## src/sv/at_command_loopback_responder_assert.svh

```systemverilog
// Assertion macros shared by the AT responder modules.
// Each expects a clock named clk and a synchronous reset named rst in scope.
`ifndef AT_COMMAND_LOOPBACK_RESPONDER_ASSERT_SVH
`define AT_COMMAND_LOOPBACK_RESPONDER_ASSERT_SVH

// Same-cycle implication
`define ATCLR_ASSERT_NOW(lbl, ante, cons, msg) \
  lbl: assert property (@(posedge clk) disable iff (rst) (ante) |-> (cons)) \
    else $error(msg);

// Next-cycle implication
`define ATCLR_ASSERT_NEXT(lbl, ante, cons, msg) \
  lbl: assert property (@(posedge clk) disable iff (rst) (ante) |=> (cons)) \
    else $error(msg);

`endif

```

## src/sv/atclr_pkg.sv

```systemverilog
// Shared types, constants and the response table for the AT responder.
// No dependencies.
package atclr_pkg;

  // FIFO geometry
  localparam int FIFO_DEPTH = 1024;
  localparam int FIFO_AW    = $clog2(FIFO_DEPTH);
  localparam int FIFO_CW    = $clog2(FIFO_DEPTH + 1);

  // Read length handling
  localparam int MAX_READ = 64;
  localparam int LEN_W    = 7;
  localparam int CMP_W    = (FIFO_CW > LEN_W) ? FIFO_CW : LEN_W;

  // Request kinds
  localparam logic REQ_WRITE = 1'b0;
  localparam logic REQ_READ  = 1'b1;

  // Matcher states
  localparam logic [1:0] MS_IDLE  = 2'd0;
  localparam logic [1:0] MS_GOT_A = 2'd1;
  localparam logic [1:0] MS_GOT_T = 2'd2;

  // Characters
  localparam logic [7:0] CH_NUL = 8'h00;
  localparam logic [7:0] CH_CR  = 8'h0D;
  localparam logic [7:0] CH_LF  = 8'h0A;
  localparam logic [7:0] CH_UA  = 8'h41;
  localparam logic [7:0] CH_LA  = 8'h61;
  localparam logic [7:0] CH_UT  = 8'h54;
  localparam logic [7:0] CH_LT  = 8'h74;
  localparam logic [7:0] CH_UD  = 8'h44;
  localparam logic [7:0] CH_LD  = 8'h64;
  localparam logic [7:0] CH_UC  = 8'h43;
  localparam logic [7:0] CH_UO  = 8'h4F;
  localparam logic [7:0] CH_UN  = 8'h4E;
  localparam logic [7:0] CH_UE  = 8'h45;
  localparam logic [7:0] CH_UK  = 8'h4B;

  // Response sequences
  localparam int         RSP_IDX_W       = 4;
  localparam logic [3:0] RSP_CONNECT_LEN = 4'd11;
  localparam logic [3:0] RSP_OK_LEN      = 4'd6;

  typedef struct packed {
    logic       req_type;
    logic [7:0] data_byte;
    logic [6:0] read_length;
  } in_req_t;

  typedef struct packed {
    logic [7:0] out_byte;
    logic       byte_valid;
    logic       last_byte;
    logic       connected;
    logic       carrier_changed;
  } out_res_t;

  // Controller to datapath
  typedef struct packed {
    logic                 wr_byte;   // write request accepted
    logic                 wr_resp;   // push one response character
    logic                 resp_conn;
    logic [RSP_IDX_W-1:0] resp_idx;
    logic                 rd_issue;  // read FIFO head, advance
    logic                 out_load;  // capture RAM data into output
    logic                 out_last;
    logic                 out_empty; // load the empty-read result
  } cmd_t;

  // Datapath to controller
  typedef struct packed {
    logic             is_read;
    logic [LEN_W-1:0] take;      // bytes this read will return
    logic             resp_req;  // this write ends a command line
    logic             resp_conn; // ... and it is a connect command
    logic             out_free;  // output register free next cycle
  } sts_t;

  // Response character lookup
  function automatic logic [7:0] rsp_byte(input logic conn,
                                          input logic [RSP_IDX_W-1:0] idx);
    logic [7:0] b;
    b = CH_NUL;
    if (conn) begin
      unique case (idx)
        4'd0:    b = CH_CR;
        4'd1:    b = CH_LF;
        4'd2:    b = CH_UC;
        4'd3:    b = CH_UO;
        4'd4:    b = CH_UN;
        4'd5:    b = CH_UN;
        4'd6:    b = CH_UE;
        4'd7:    b = CH_UC;
        4'd8:    b = CH_UT;
        4'd9:    b = CH_CR;
        4'd10:   b = CH_LF;
        default: b = CH_NUL;
      endcase
    end else begin
      unique case (idx)
        4'd0:    b = CH_CR;
        4'd1:    b = CH_LF;
        4'd2:    b = CH_UO;
        4'd3:    b = CH_UK;
        4'd4:    b = CH_CR;
        4'd5:    b = CH_LF;
        default: b = CH_NUL;
      endcase
    end
    return b;
  endfunction

endpackage

```

## src/sv/atclr_ctrl.sv

```systemverilog
// Sequencer for the AT responder: request intake, response push, FIFO drain.
// Depends on atclr_pkg and the assertion macro header.
`include "at_command_loopback_responder_assert.svh"

module atclr_ctrl
  import atclr_pkg::*;
(
  input  logic clk,
  input  logic rst,
  input  logic req_valid,
  output logic req_stall,
  input  sts_t sts,
  output cmd_t cmd
);

  localparam logic [2:0] S_IDLE     = 3'd0;
  localparam logic [2:0] S_RESP     = 3'd1;
  localparam logic [2:0] S_RD_ADDR  = 3'd2;
  localparam logic [2:0] S_RD_DATA  = 3'd3;
  localparam logic [2:0] S_RD_EMPTY = 3'd4;

  logic [2:0]           state, state_next;
  logic [RSP_IDX_W-1:0] resp_idx, resp_idx_next;
  logic                 resp_conn, resp_conn_next;
  logic [LEN_W-1:0]     remaining, remaining_next;
  logic                 accept;
  logic [RSP_IDX_W-1:0] resp_end;

  assign req_stall = (state != S_IDLE);
  assign accept    = req_valid && !req_stall;
  assign resp_end  = resp_conn ? (RSP_CONNECT_LEN - 4'd1) : (RSP_OK_LEN - 4'd1);

  // Next state and commands
  always_comb begin
    state_next     = state;
    resp_idx_next  = resp_idx;
    resp_conn_next = resp_conn;
    remaining_next = remaining;
    cmd            = '0;
    cmd.resp_conn  = resp_conn;
    cmd.resp_idx   = resp_idx;
    cmd.out_last   = (remaining == LEN_W'(1));
    unique case (state)
      S_IDLE: begin
        if (accept) begin
          if (sts.is_read) begin
            remaining_next = sts.take;
            state_next     = (sts.take == '0) ? S_RD_EMPTY : S_RD_ADDR;
          end else begin
            cmd.wr_byte = 1'b1;
            if (sts.resp_req) begin
              resp_conn_next = sts.resp_conn;
              resp_idx_next  = '0;
              state_next     = S_RESP;
            end
          end
        end
      end
      S_RESP: begin
        cmd.wr_resp   = 1'b1;
        resp_idx_next = resp_idx + 1'b1;
        if (resp_idx == resp_end) begin
          state_next = S_IDLE;
        end
      end
      S_RD_ADDR: begin
        if (sts.out_free) begin
          cmd.rd_issue = 1'b1;
          state_next   = S_RD_DATA;
        end
      end
      S_RD_DATA: begin
        cmd.out_load   = 1'b1;
        remaining_next = remaining - 1'b1;
        state_next     = (remaining == LEN_W'(1)) ? S_IDLE : S_RD_ADDR;
      end
      S_RD_EMPTY: begin
        if (sts.out_free) begin
          cmd.out_empty = 1'b1;
          state_next    = S_IDLE;
        end
      end
      default: begin
        state_next = S_IDLE;
      end
    endcase
  end

  always_ff @(posedge clk) begin
    if (rst) begin
      state     <= S_IDLE;
      resp_idx  <= '0;
      resp_conn <= 1'b0;
      remaining <= '0;
    end else begin
      state     <= state_next;
      resp_idx  <= resp_idx_next;
      resp_conn <= resp_conn_next;
      remaining <= remaining_next;
    end
  end

  `ATCLR_ASSERT_NEXT(a_issue_then_load, cmd.rd_issue, cmd.out_load, "read data not captured")
  `ATCLR_ASSERT_NOW(a_resp_idx_range, state == S_RESP, resp_idx <= resp_end, "response overrun")
  `ATCLR_ASSERT_NOW(a_drain_nonzero, state == S_RD_ADDR || state == S_RD_DATA, remaining != '0, "drain with nothing left")

endmodule

```

## config.mk

```make
export PLATFORM = sky130hd
export DESIGN_NAME = atclr_ctrl
export DESIGN_NICKNAME = d
export VERILOG_FILES = /design/src/sv/atclr_pkg.sv /design/src/sv/atclr_ctrl.sv
export VERILOG_INCLUDE_DIRS = /design/src /design/src/sv
export SDC_FILE = /design/constraint.sdc
export NUM_CORES = 1
export LEC_CHECK = 0
export ABC_AREA = 1
export BUFFER_PORTS_ARGS = -buffer_cell sky130_fd_sc_hd__buf_2
export CORE_MARGIN = 8
export CORE_UTILIZATION = 40
export DETAILED_ROUTE_END_ITERATION = 7
export GPL_TIMING_DRIVEN = 0
export PLACE_DENSITY = 0.64
export SYNTH_ARGS = -nofsm -noshare
export SYNTH_HDL_FRONTEND = slang
export SYNTH_SLANG_ARGS = --single-unit
export TNS_END_PERCENT = 10
```

## constraint.sdc

```tcl
create_clock -name clk -period 1.4 [get_ports clk]
set_clock_uncertainty 0.2 [all_clocks]
set_input_delay 0.21 -clock clk [delete_from_list [all_inputs] [get_ports clk]]
set_output_delay 0.21 -clock clk [all_outputs]
set_load 0.02 [all_outputs]
```

# Word level (Yosys, flattened, before mapping)
# Index checks and enable logic that the tools add are counted.
word_totals:
  register_bits: 15
  latchBits: 0
  mem_bits_rw: 0
  rom_bits: 0
  wordCells: 57
  memories: 0
classes:
  n_addsub: 2
  multipliers: 0
  div_mod_pow: 0
  order_cmp: 0
  n_eq_ne: 14
  shifts: 0
  n_mux: 25
  bitwise_logic: 1
  n_reduce_logical: 11
op_table:
  columns: ["op", "count"]
  rows:
  - ["3-bit two-way mux", 7]
  - ["4-bit two-way mux", 4]
  - ["3-bit one-hot mux with 5 select lines", 1]
  - ["7-bit two-way mux", 2]
  - ["2-bit != test, second input constant", 7]
  - ["7-bit one-hot mux with 2 select lines", 1]
  - ["1-bit two-way mux", 8]
  - ["4-bit one-hot mux with 2 select lines", 1]
  - ["4-bit AND reduction", 2]
  - ["7-bit by 1-bit equality test with 1-bit output, second input constant", 1]
  - ["7-bit zero test", 1]
  - ["7-bit by 1-bit subtractor with 7-bit output, second input constant", 1]
  - ["3-bit by 2-bit equality test with 1-bit output, second input constant", 2]
  - ["5-bit AND reduction", 1]
  - ["4-bit by 1-bit adder with 4-bit output, second input constant", 1]
  - ["4-bit equality test", 1]
  - ["2-bit nonzero test", 2]
  - ["3-bit by 1-bit equality test with 1-bit output, second input constant", 1]
  - ["3-bit equality test, second input constant", 1]
  - ["3-bit zero test", 1]
  - ["3-bit != test, second input constant", 1]
  - ["3-bit AND reduction", 1]
  - ["3-bit nonzero test", 1]
  - ["2-bit two-way mux", 1]
  - ["3 further kinds", 3]

# Logic depth before layout (Yosys ltp)
# Gate-level depths: netlist (run 1).
logic_depth:
  ltp_word: 5
  depth_mapped: 11

# Least setup slack after synthesis (run 1)
# OpenSTA, ideal clock, no wires.
synth_timing:
  path_kind: "flip-flop to flip-flop"
  from: "register state[2]"
  to: "register resp_conn"
  arrival_ps: 1211
  t_required_ps: 1081
  path_slack_ps: -131
  stages_incl_launch_ff: 9
  n_path_buf: 0
  synth_period_minus_slack_ps: 1531
  cell_sequence: "dfxtp_1 > inv_2 > nand2_2 > nor2_8 > nand2_4 > nor2_2 > nand2_1 > o21ai_0 > a21oi_1"
synth_via:
  elab_chain_cells: 4
  word_cells_on_any_way: 5
  cone_classes: "reduce/logical: 5"
synth_lines:
  columns: ["element", "line_no", "text"]
  rows:
  - ["start: declaration", "atclr_ctrl.sv:22", "logic [2:0] state, state_next;"]
  - ["start signal: assignment", "atclr_ctrl.sv:96", "state <= state_next;"]
  - ["3-bit nonzero test", "atclr_ctrl.sv:29", "assign req_stall = (state != S_IDLE);"]
  - ["1-bit zero test", "atclr_ctrl.sv:30", "assign accept = req_valid && !req_stall;"]
  - ["1-bit logical AND", "atclr_ctrl.sv:30", null]
  - ["4-bit AND reduction (no source line) *", null, null]
  - ["end signal: assignment", "atclr_ctrl.sv:98", "resp_conn <= resp_conn_next;"]
  - ["end: declaration", "atclr_ctrl.sv:24", "logic resp_conn, resp_conn_next;"]
# Mark *: on every way between the ends. The rest lies on a longest branch, timed or not.
# A chain may end at the register's enable or synchronous reset.

==> flow_summary.json, run 1 <==
{
  "outcome": "finished with violations",
  "violations": "negative setup slack",
  "drive_gt1_share_pct": 39.3,
  "post_drt_wl_per_cell_um": 12.3,
  "clk_latency_ps": 290,
  "max_freq_ghz": 0.619,
  "grt_pass1_wl_um": 5290,
  "cp.arrival_ps": 1200,
  "final_cell_area_mm2": 0.00155,
  "die-area_mm2": 0.00479,
  "cp-end-kind": "primary output",
  "vdd_drop_max_mv": 1.53,
  "initial_utilization_pct": 41.5,
  "finalNonFillerCells": 250,
  "synth_nets": 199,
  "start_kind": "flop",
  "worstMarginPinSlew_ps": 268,
  "dp.cells": 237,
  "num_rows": 19,
  "die_h_um": 69.2,
  "synth_cells": 182,
  "syn_area_mm2": 0.00113,
  "slew_viol_final": 0,
  "period_share_pct": 115,
  "avgSynthCellArea_um2": 6.23,
  "vias": 1213,
  "port_buffers": 24,
  "totalWireLength_um": 3070,
  "cts_buffers": 3,
  "drtAntennaViolNets": 0,
  "drc": 0,
  "rsz0062_at_grt": "true",
  "maxCapViolCount": 0,
  "htree_levels": 1,
  "setup_viol": 21,
  "grt_start_max_net_pins": 11,
  "fin_hold_ws_ps": 16.7,
  "holdCritPathClass": "in -> reg",
  "seq_area_frac_synth_pct": 26.5,
  "post-route-util_pct": 56.5,
  "cts_tree": "built",
  "grt.total_usage_pct": 12.6,
  "nets": 237,
  "pre_cts_ws_ps": -92.1,
  "critPathMaxFanout": 2,
  "reg2reg_depth": 12,
  "clockBufferDepth": 2,
  "first_pass_iters": 4,
  "dp_hpwl_um": 2270,
  "overflow": 0,
  "antenna_cells": 0,
  "power_density_mw_per_mm2": 2090,
  "hold_viol_final": 0,
  "crit_type": "reg -> out",
  "hold_path_depth": 2,
  "min_period_ps": 1610,
  "viasPerCell": 4.85,
  "antenna_found_initial": 0,
  "relSlewSlack_pct": 82.0,
  "gp_congestion": 0.872,
  "yosys_warnings": 0,
  "ys_types": 26,
  "core_area_mm2": 0.00273,
  "clkTransAtPathRegs_ps": 110,
  "clockRootBuffer": "clkbuf_4",
  "leakage_nw": 0.779,
  "ios": 26,
  "first_iter_violations": 44,
  "power_mw": 3.23,
  "grt_pass1_vias": 1193,
  "fin_ws_ps": -215,
  "cts.sinks": 15,
  "synth-seq-cells": 15,
  "critPathRequiredTime_ps": 990,
  "area_growth_pct": 36.3,
  "place_area_mm2": 0.00132,
  "die_x_um": 69.2,
  "setup_tns_ps": -2130
}
final timing paths:
| kind | startpoint | endpoint | slack [ps] |
|---|---|---|---|
| max | remaining[1] | cmd[1] | -210 |
| min | rst | resp_idx[0] | 20 |
| max reg2reg | remaining[1] | state[1] | -130 |
| min reg2reg | remaining[2] | remaining[2] | 300 |
power breakdown:
part / switching [mW] / internal [mW]
logic: 1.35 / 0.901
clock network: 0.157 / 0.106
registers: 0.140 / 0.574
cell usage after synthesis:
master / count / area share [%]
a21oi_1: 12 / 5.3
buf_4: 2 / 1.3
buf_6: 1 / 0.99
clkbuf_2: 1 / 0.44
dfxtp_1: 15 / 26
ha_1: 3 / 3.3
inv_1: 23 / 7.6
inv_2: 5 / 1.7
nand2_1: 50 / 17
nand2_2: 3 / 1.7
nand2_4: 4 / 4.0
nand3_1: 14 / 6.2
nand3_2: 1 / 0.88
nand3_4: 1 / 1.5
nand3b_1: 1 / 0.66
nand4_1: 3 / 1.7
nor2_1: 24 / 7.9
nor2_2: 4 / 2.2
nor2_4: 1 / 0.99
nor2_8: 1 / 1.8
o21ai_0: 6 / 2.6
o21ai_1: 2 / 0.88
o21ai_2: 1 / 0.77
o21bai_1: 1 / 0.66
or2_2: 2 / 1.1
xor2_1: 1 / 0.77
cell type report:
type                       instances  area, µm²
fill                             250       1190
multi-input combinational        135        790
sequential                        15        312
timing repair buffer              33        231
inverter                          28        108
buffer                             4       38.8
tap                               31       38.8
clock buffer                       3       22.5
clock inverter                     1       5.00
registers in the layout, indices dropped and copies added, names as in the netlist:
register,count
remaining,7
resp_conn,1
resp_idx,4
state,3
cells by family (layout without fill, tap and decap cells):
logic type | after synthesis | after routing | synth area share (%)
buf+inv | 32 | 69 | 12.0
compound gates | 22 | 22 | 10.3
simple gates | 109 | 109 | 47.1
xor+xnor | 1 | 1 | 0.773
fa+ha+maj | 3 | 3 | 3.31
flops | 15 | 15 | 26.5
layer usage:
| layer | up-vias | routed length, µm | global-route usage, % |
|---|---|---|---|
| met5 | - | 0 | 0 |
| met4 | 0 | 37 | 5.01 |
| met3 | 6 | 144 | 2.86 |
| met2 | 32 | 1520 | 21.9 |
| met1 | 532 | 1370 | 14.4 |
| li1 | 643 | - | - |
cell usage in the layout, fill, tap and decap left out, drive strengths merged:
cell type / count
nor2: 30
nand3: 16
o21bai: 1
clkbuf: 4
o21ai: 9
nand2: 57
nand4: 3
a21oi: 12
or2: 2
ha: 3
clkinv: 1
nand3b: 1
dfxtp: 15
xor2: 1
buf: 35
dlygate4sd3: 1
inv: 28
worst max-delay path, cell delays in order (launching register included):
cell and delay, ps:
dfxtp_2 330, inv_2 70, ha_4 130, inv_2 40, nor2_4 90, nand3_2 80
inv_2 70, buf_6 110
repair_timing:
action | 4_1_cts | 5_1_grt
pin swaps | 8 | 4
endpoints found under the hold margin | 1 | 0
resized for setup | 27 | 16
setup endpoints to repair | 22 | 24
buffers inserted | 6 | 2
hold buffers | 1 | 0
Note: power is estimated with default switching activity, not from simulation.
==> run 2, diff against run 1 <==
- BUFFER_PORTS_ARGS: -buffer_cell sky130_fd_sc_hd__buf_2 -> not set
- DONT_BUFFER_PORTS: not set -> 1
- PLACE_DENSITY: 0.64 -> 0.55
==> run 2 against run 1 <==
The run still ends with negative setup slack left. Register-to-register slack got worse by 20 ps. Non-clock buffer count shrank 16. Clock power grew 4%. Critical path type unchanged. Critical endpoint is now cmd[10]. Setup slack better by 31 ps.
==> flow_summary.json, run 2 (synthesis results as in run 1) <==
{
  "outcome": "finished with violations",
  "violations": "negative setup slack",
  "critPathRequiredTime_ps": 990,
  "antenna_cells": 0,
  "area_growth_pct": 27.6,
  "use_met3_pct": 5.29,
  "reg2reg_setup_slack_ps": -150,
  "grt_pass1_wl_um": 5030,
  "cp.arrival_ps": 1170,
  "maxCapViolCount": 0,
  "post-route-util_pct": 52.9,
  "mostFrequentLayoutCells": "nand2_1 (47), inv_1 (21), nor2_1 (20)",
  "ios": 26,
  "die-area_mm2": 0.00479,
  "num_rows": 19,
  "initial_utilization_pct": 41.5,
  "htree_levels": 1,
  "viasPerCell": 5.12,
  "first_iter_violations": 66,
  "nets": 221,
  "reg2reg_depth": 8,
  "largest_reg_flops": 7,
  "antenna_found_initial": 0,
  "pre_cts_ws_ps": -162,
  "grtUsageMet2_pct": 20.3,
  "clk_latency_ps": 300,
  "hold_viol_final": 0,
  "leakage_nw": 0.690,
  "holdCritPathClass": "in -> reg",
  "core_area_mm2": 0.00273,
  "finalNonFillerCells": 234,
  "clockRootBuffer": "clkbuf_4",
  "worstMarginPinSlew_ps": 394,
  "totalWireLength_um": 2990,
  "dp_hpwl_um": 2150,
  "final_common_cell": "nand2_1",
  "post_drt_wl_per_cell_um": 12.8,
  "power_mw": 2.97,
  "clockBufferDepth": 2,
  "max_freq_ghz": 0.632,
  "fin_hold_ws_ps": 26.2,
  "setup_viol": 21,
  "overflow": 0,
  "timing.rr.end": "state[1]",
  "power_density_mw_per_mm2": 2050,
  "drtAntennaViolNets": 0,
  "first_pass_iters": 6,
  "fin_ws_ps": -183,
  "cts.sinks": 15,
  "final_cell_area_mm2": 0.00145,
  "grt_start_max_net_pins": 11,
  "rsz0062_at_grt": "true",
  "cts_buffers": 3,
  "relSlewSlack_pct": 73.7,
  "start_kind": "flop",
  "setup_tns_ps": -2000,
  "crit_slowest_cell": "dfxtp_4",
  "place_area_mm2": 0.00120,
  "crit_type": "reg -> out",
  "dp.cells": 213,
  "port_buffers": 0,
  "path_common_cell": "nand2_4",
  "cp-end-kind": "primary output",
  "r2r_start": "state[2]",
  "largestRegisters": "remaining: 7 flops, resp_idx: 4 flops, state: 3 flops",
  "crit_chain": "inv_6, nand2_4, nor2_8, nand2_4, nor2_4",
  "slew_viol_final": 0,
  "drive_gt1_share_pct": 28.6,
  "grt.busiest_layer": "met2",
  "cts_tree": "built",
  "grt_pass1_vias": 1164,
  "vdd_drop_max_mv": 1.38,
  "worstHoldStart": "rst",
  "grt.total_usage_pct": 12.3,
  "min_period_ps": 1580,
  "min_to": "resp_idx[1]",
  "clkTransAtPathRegs_ps": 100,
  "die_x_um": 69.2,
  "drc": 0,
  "hold_path_depth": 2,
  "met1_usage_pct": 13.6,
  "gp_congestion": 0.843,
  "period_share_pct": 113,
  "critPathMaxFanout": 4,
  "top_register": "remaining",
  "final.fill_count": 283,
  "die_h_um": 69.2,
  "cpPeakStageDelay_ps": 380,
  "vias": 1198
}
[run 2: changes by cell type in the layout (fill, tap and decap cells not counted), sizes merged]
cell	delta
dlygate4sd3	+8
buf	-24
[run 2: how the worst max path moves through the flow]
stage	from	end	depth (start not counted)
detailed placement	state[2]	state[1]	8
finish	state[2]	cmd[10]	5
global placement	state[2]	state[1]	8
global route	state[2]	state[0]	9
floorplan	state[0]	resp_conn	8
CTS	state[2]	cmd[10]	5
[run 2: cell type report]
class | instances | area (µm²) | share of cell area (%)
inverters | 28 | 110 | 7.61
multi-input cells | 135 | 761 | 52.6
repair buffers | 17 | 158 | 10.9
clock buffers | 3 | 22.5 | 1.56
plain buffers | 4 | 38.8 | 2.68
well taps | 31 | 38.8 | 2.68
clock inverters | 1 | 5.00 | 0.346
flip-flops and latches | 15 | 313 | 21.6
[run 2: worst max-delay path, delay by kind of cell (launching register included)]
kind,cells,cell delay [ps]
buf+inv,1,80
flops,1,380
simple gates,4,420
[run 2: what timing repair did]
action	CTS	global route
hold buffers	9	0
pin swaps	6	2
endpoints found under the setup margin	22	22
gates resized for setup	16	11
hold endpoints to repair	8	0
buffers inserted	8	0
[run 2: per-layer routing]
metal,share of wire (%),vias up
li1,-,609
met1,43,546
met2,47,37
met3,9.3,6
met4,1.3,0
met5,0,-
[run 2: power by group]
part	switching (mW)	internal, mW	leakage (nW)
logic	1.23	0.744	0.547
clock network	0.167	0.106	0.0177
registers	0.150	0.573	0.126
==> run 3, diff against run 2 <==
- CORE_UTILIZATION: 40 -> 44
- PLACE_DENSITY: 0.55 -> 0.6
==> run 3 against run 2 <==
The run ends with negative hold slack, negative setup slack left. Combinational power is 6% higher. Critical endpoint unchanged. Critical path depth stayed put. First-iteration DRC count is 21% higher. Largest power group unchanged. Die area is 7.0% lower.
==> flow_summary.json, run 3 (synthesis results as in run 1) <==
{
  "viasPerCell": 4.93,
  "vias": 1138,
  "swShare_pct": 51.4,
  "setup_tns_ps": -2390,
  "seq_power_share_pct": 23.9,
  "grt_pass1_vias": 1088,
  "num_rows": 18,
  "path_common_cell": "nand2_4",
  "clkPwrFrac_pct": 8.2,
  "met2_wirelength_um": 1400,
  "combPwrFrac_pct": 67.9,
  "min_period_ps": 1580,
  "maxCapViolCount": 0,
  "power_density_mw_per_mm2": 2100,
  "totalWireLength_um": 2940,
  "postCtsHoldBufs": 7,
  "violations": "negative hold slack, negative setup slack",
  "pre_cts_ws_ps": -181,
  "area_growth_pct": 29.4,
  "overflow": 0,
  "worstMarginPinSlew_ps": 395,
  "crit_chain": "inv_6, nand2_4, nor2_8, nand2_4, nor2_4",
  "largest_reg_flops": 7,
  "mostFrequentLayoutCells": "nand2_1 (46), inv_1 (20), nor2_1 (19)",
  "gp_congestion": 0.852,
  "path_buf_inv": 1,
  "hold_viol_final": 1,
  "dp_hpwl_um": 2150,
  "place_area_mm2": 0.00120,
  "finalNonFillerCells": 231,
  "max_freq_ghz": 0.633,
  "final_common_cell": "nand2_1",
  "worstHoldStart": "req_valid",
  "die_h_um": 66.8,
  "grt_pass1_wl_um": 4820,
  "post-route-util_pct": 59.7,
  "initial_utilization_pct": 46.2,
  "cpPeakStageDelay_ps": 370,
  "antenna_cells": 0,
  "grt.total_usage_pct": 13.6,
  "dp.cells": 212,
  "clockBufferDepth": 2,
  "p_int_mw": 1.50,
  "htree_levels": 1,
  "timing.rr.end": "state[0]",
  "clk_latency_ps": 280,
  "critPathRequiredTime_ps": 990,
  "post_drt_wl_per_cell_um": 12.7,
  "top_register": "remaining",
  "ios": 26,
  "hold_path_depth": 4,
  "clkTransAtPathRegs_ps": 90,
  "period_share_pct": 113,
  "cts_tree": "built",
  "setup_viol": 22,
  "min_to": "resp_conn",
  "critPathTopFamily": "simple AND/OR/NAND/NOR gates",
  "fin_ws_ps": -180,
  "cts.sinks": 15,
  "cp-end-kind": "primary output",
  "critPathMaxFanout": 5,
  "reg2reg_depth": 9,
  "port_buffers": 0,
  "first_pass_iters": 4,
  "outcome": "finished with violations",
  "core_area_mm2": 0.00245,
  "leakage_nw": 0.690,
  "r2r_start": "state[2]",
  "antenna_found_initial": 0,
  "reg2reg_setup_slack_ps": -180,
  "holdCritPathClass": "in -> reg",
  "crit_slowest_cell": "dfxtp_4",
  "cts_buffers": 3,
  "relSlewSlack_pct": 73.6,
  "fin_hold_ws_ps": -11.2,
  "vdd_drop_max_mv": 1.66,
  "largestRegisters": "remaining: 7 flops, resp_idx: 4 flops, state: 3 flops",
  "wl_met1_um": 1260,
  "first_iter_violations": 80,
  "crit_type": "reg -> out",
  "start_kind": "flop",
  "final_cell_area_mm2": 0.00147,
  "die_x_um": 66.8,
  "drtAntennaViolNets": 0,
  "drive_gt1_share_pct": 31.3,
  "clockRootBuffer": "clkbuf_4",
  "nets": 219,
  "met3_length_um": 252,
  "rsz0062_at_grt": "true",
  "drc": 0,
  "cp.arrival_ps": 1170,
  "top_layer": "met4",
  "die-area_mm2": 0.00446,
  "slew_viol_final": 0,
  "power.net_switching_mw": 1.58,
  "power_mw": 3.08,
  "grt_start_max_net_pins": 11
}
run 3: what timing repair did:
item / 4_1_cts / 5_1_grt
endpoints found under the setup margin: 22 / 22
gates resized for setup: 20 / 17
endpoints found under the hold margin: 6 / 1
pin swaps: 9 / 12
setup buffers: 8 / 0
run 3: how the worst max path moves through the flow:
stage / start / to / slack, ps / cells past startpoint
finish: state[2] / cmd[10] / -180 / 5
global route: state[2] / state[0] / -260 / 9
CTS: remaining[1] / cmd[1] / -180 / 6
detailed placement: resp_idx[1] / state[0] / -180 / 7
global placement: state[2] / state[1] / -130 / 8
floorplan: state[0] / resp_conn / -40 / 8
run 3: power by group through the flow:
stage / logic, mW / clock network (mW) / registers, mW
floorplan: 1.41 / 0 / 0.681
global placement: 1.62 / 0 / 0.704
detailed placement: 1.66 / 0 / 0.709
CTS: 1.95 / 0.269 / 0.709
global route: 2.29 / 0.292 / 0.754
finish: 2.09 / 0.253 / 0.736
run 3: layout make-up:
cell class              instances  area [µm²]
inverters                      28         115
well taps                      30        37.5
repair buffers                 15         146
plain buffers                   4        43.8
clock inverters                 1        5.00
multi-input cells             135         782
fillers                       225         988
flip-flops and latches         15         314
clock buffers                   3        22.5
run 3: worst reg2reg max path, stage by stage (launching register included):
cell,delay (ps)
dfxtp_4,370
inv_6,80
nand2_4,50
nor2_4,300
nand3_2,130
nand2_2,110
nor2_4,60
nand2_2,50
nand2_2,50
nor2_2,110
run 3: layer usage:
metal / GRT usage (%) / vias up
li1: - / 603
met1: 15.1 / 503
met2: 22.9 / 28
met3: 5.03 / 4
met4: 4.80 / 0
met5: 0 / -
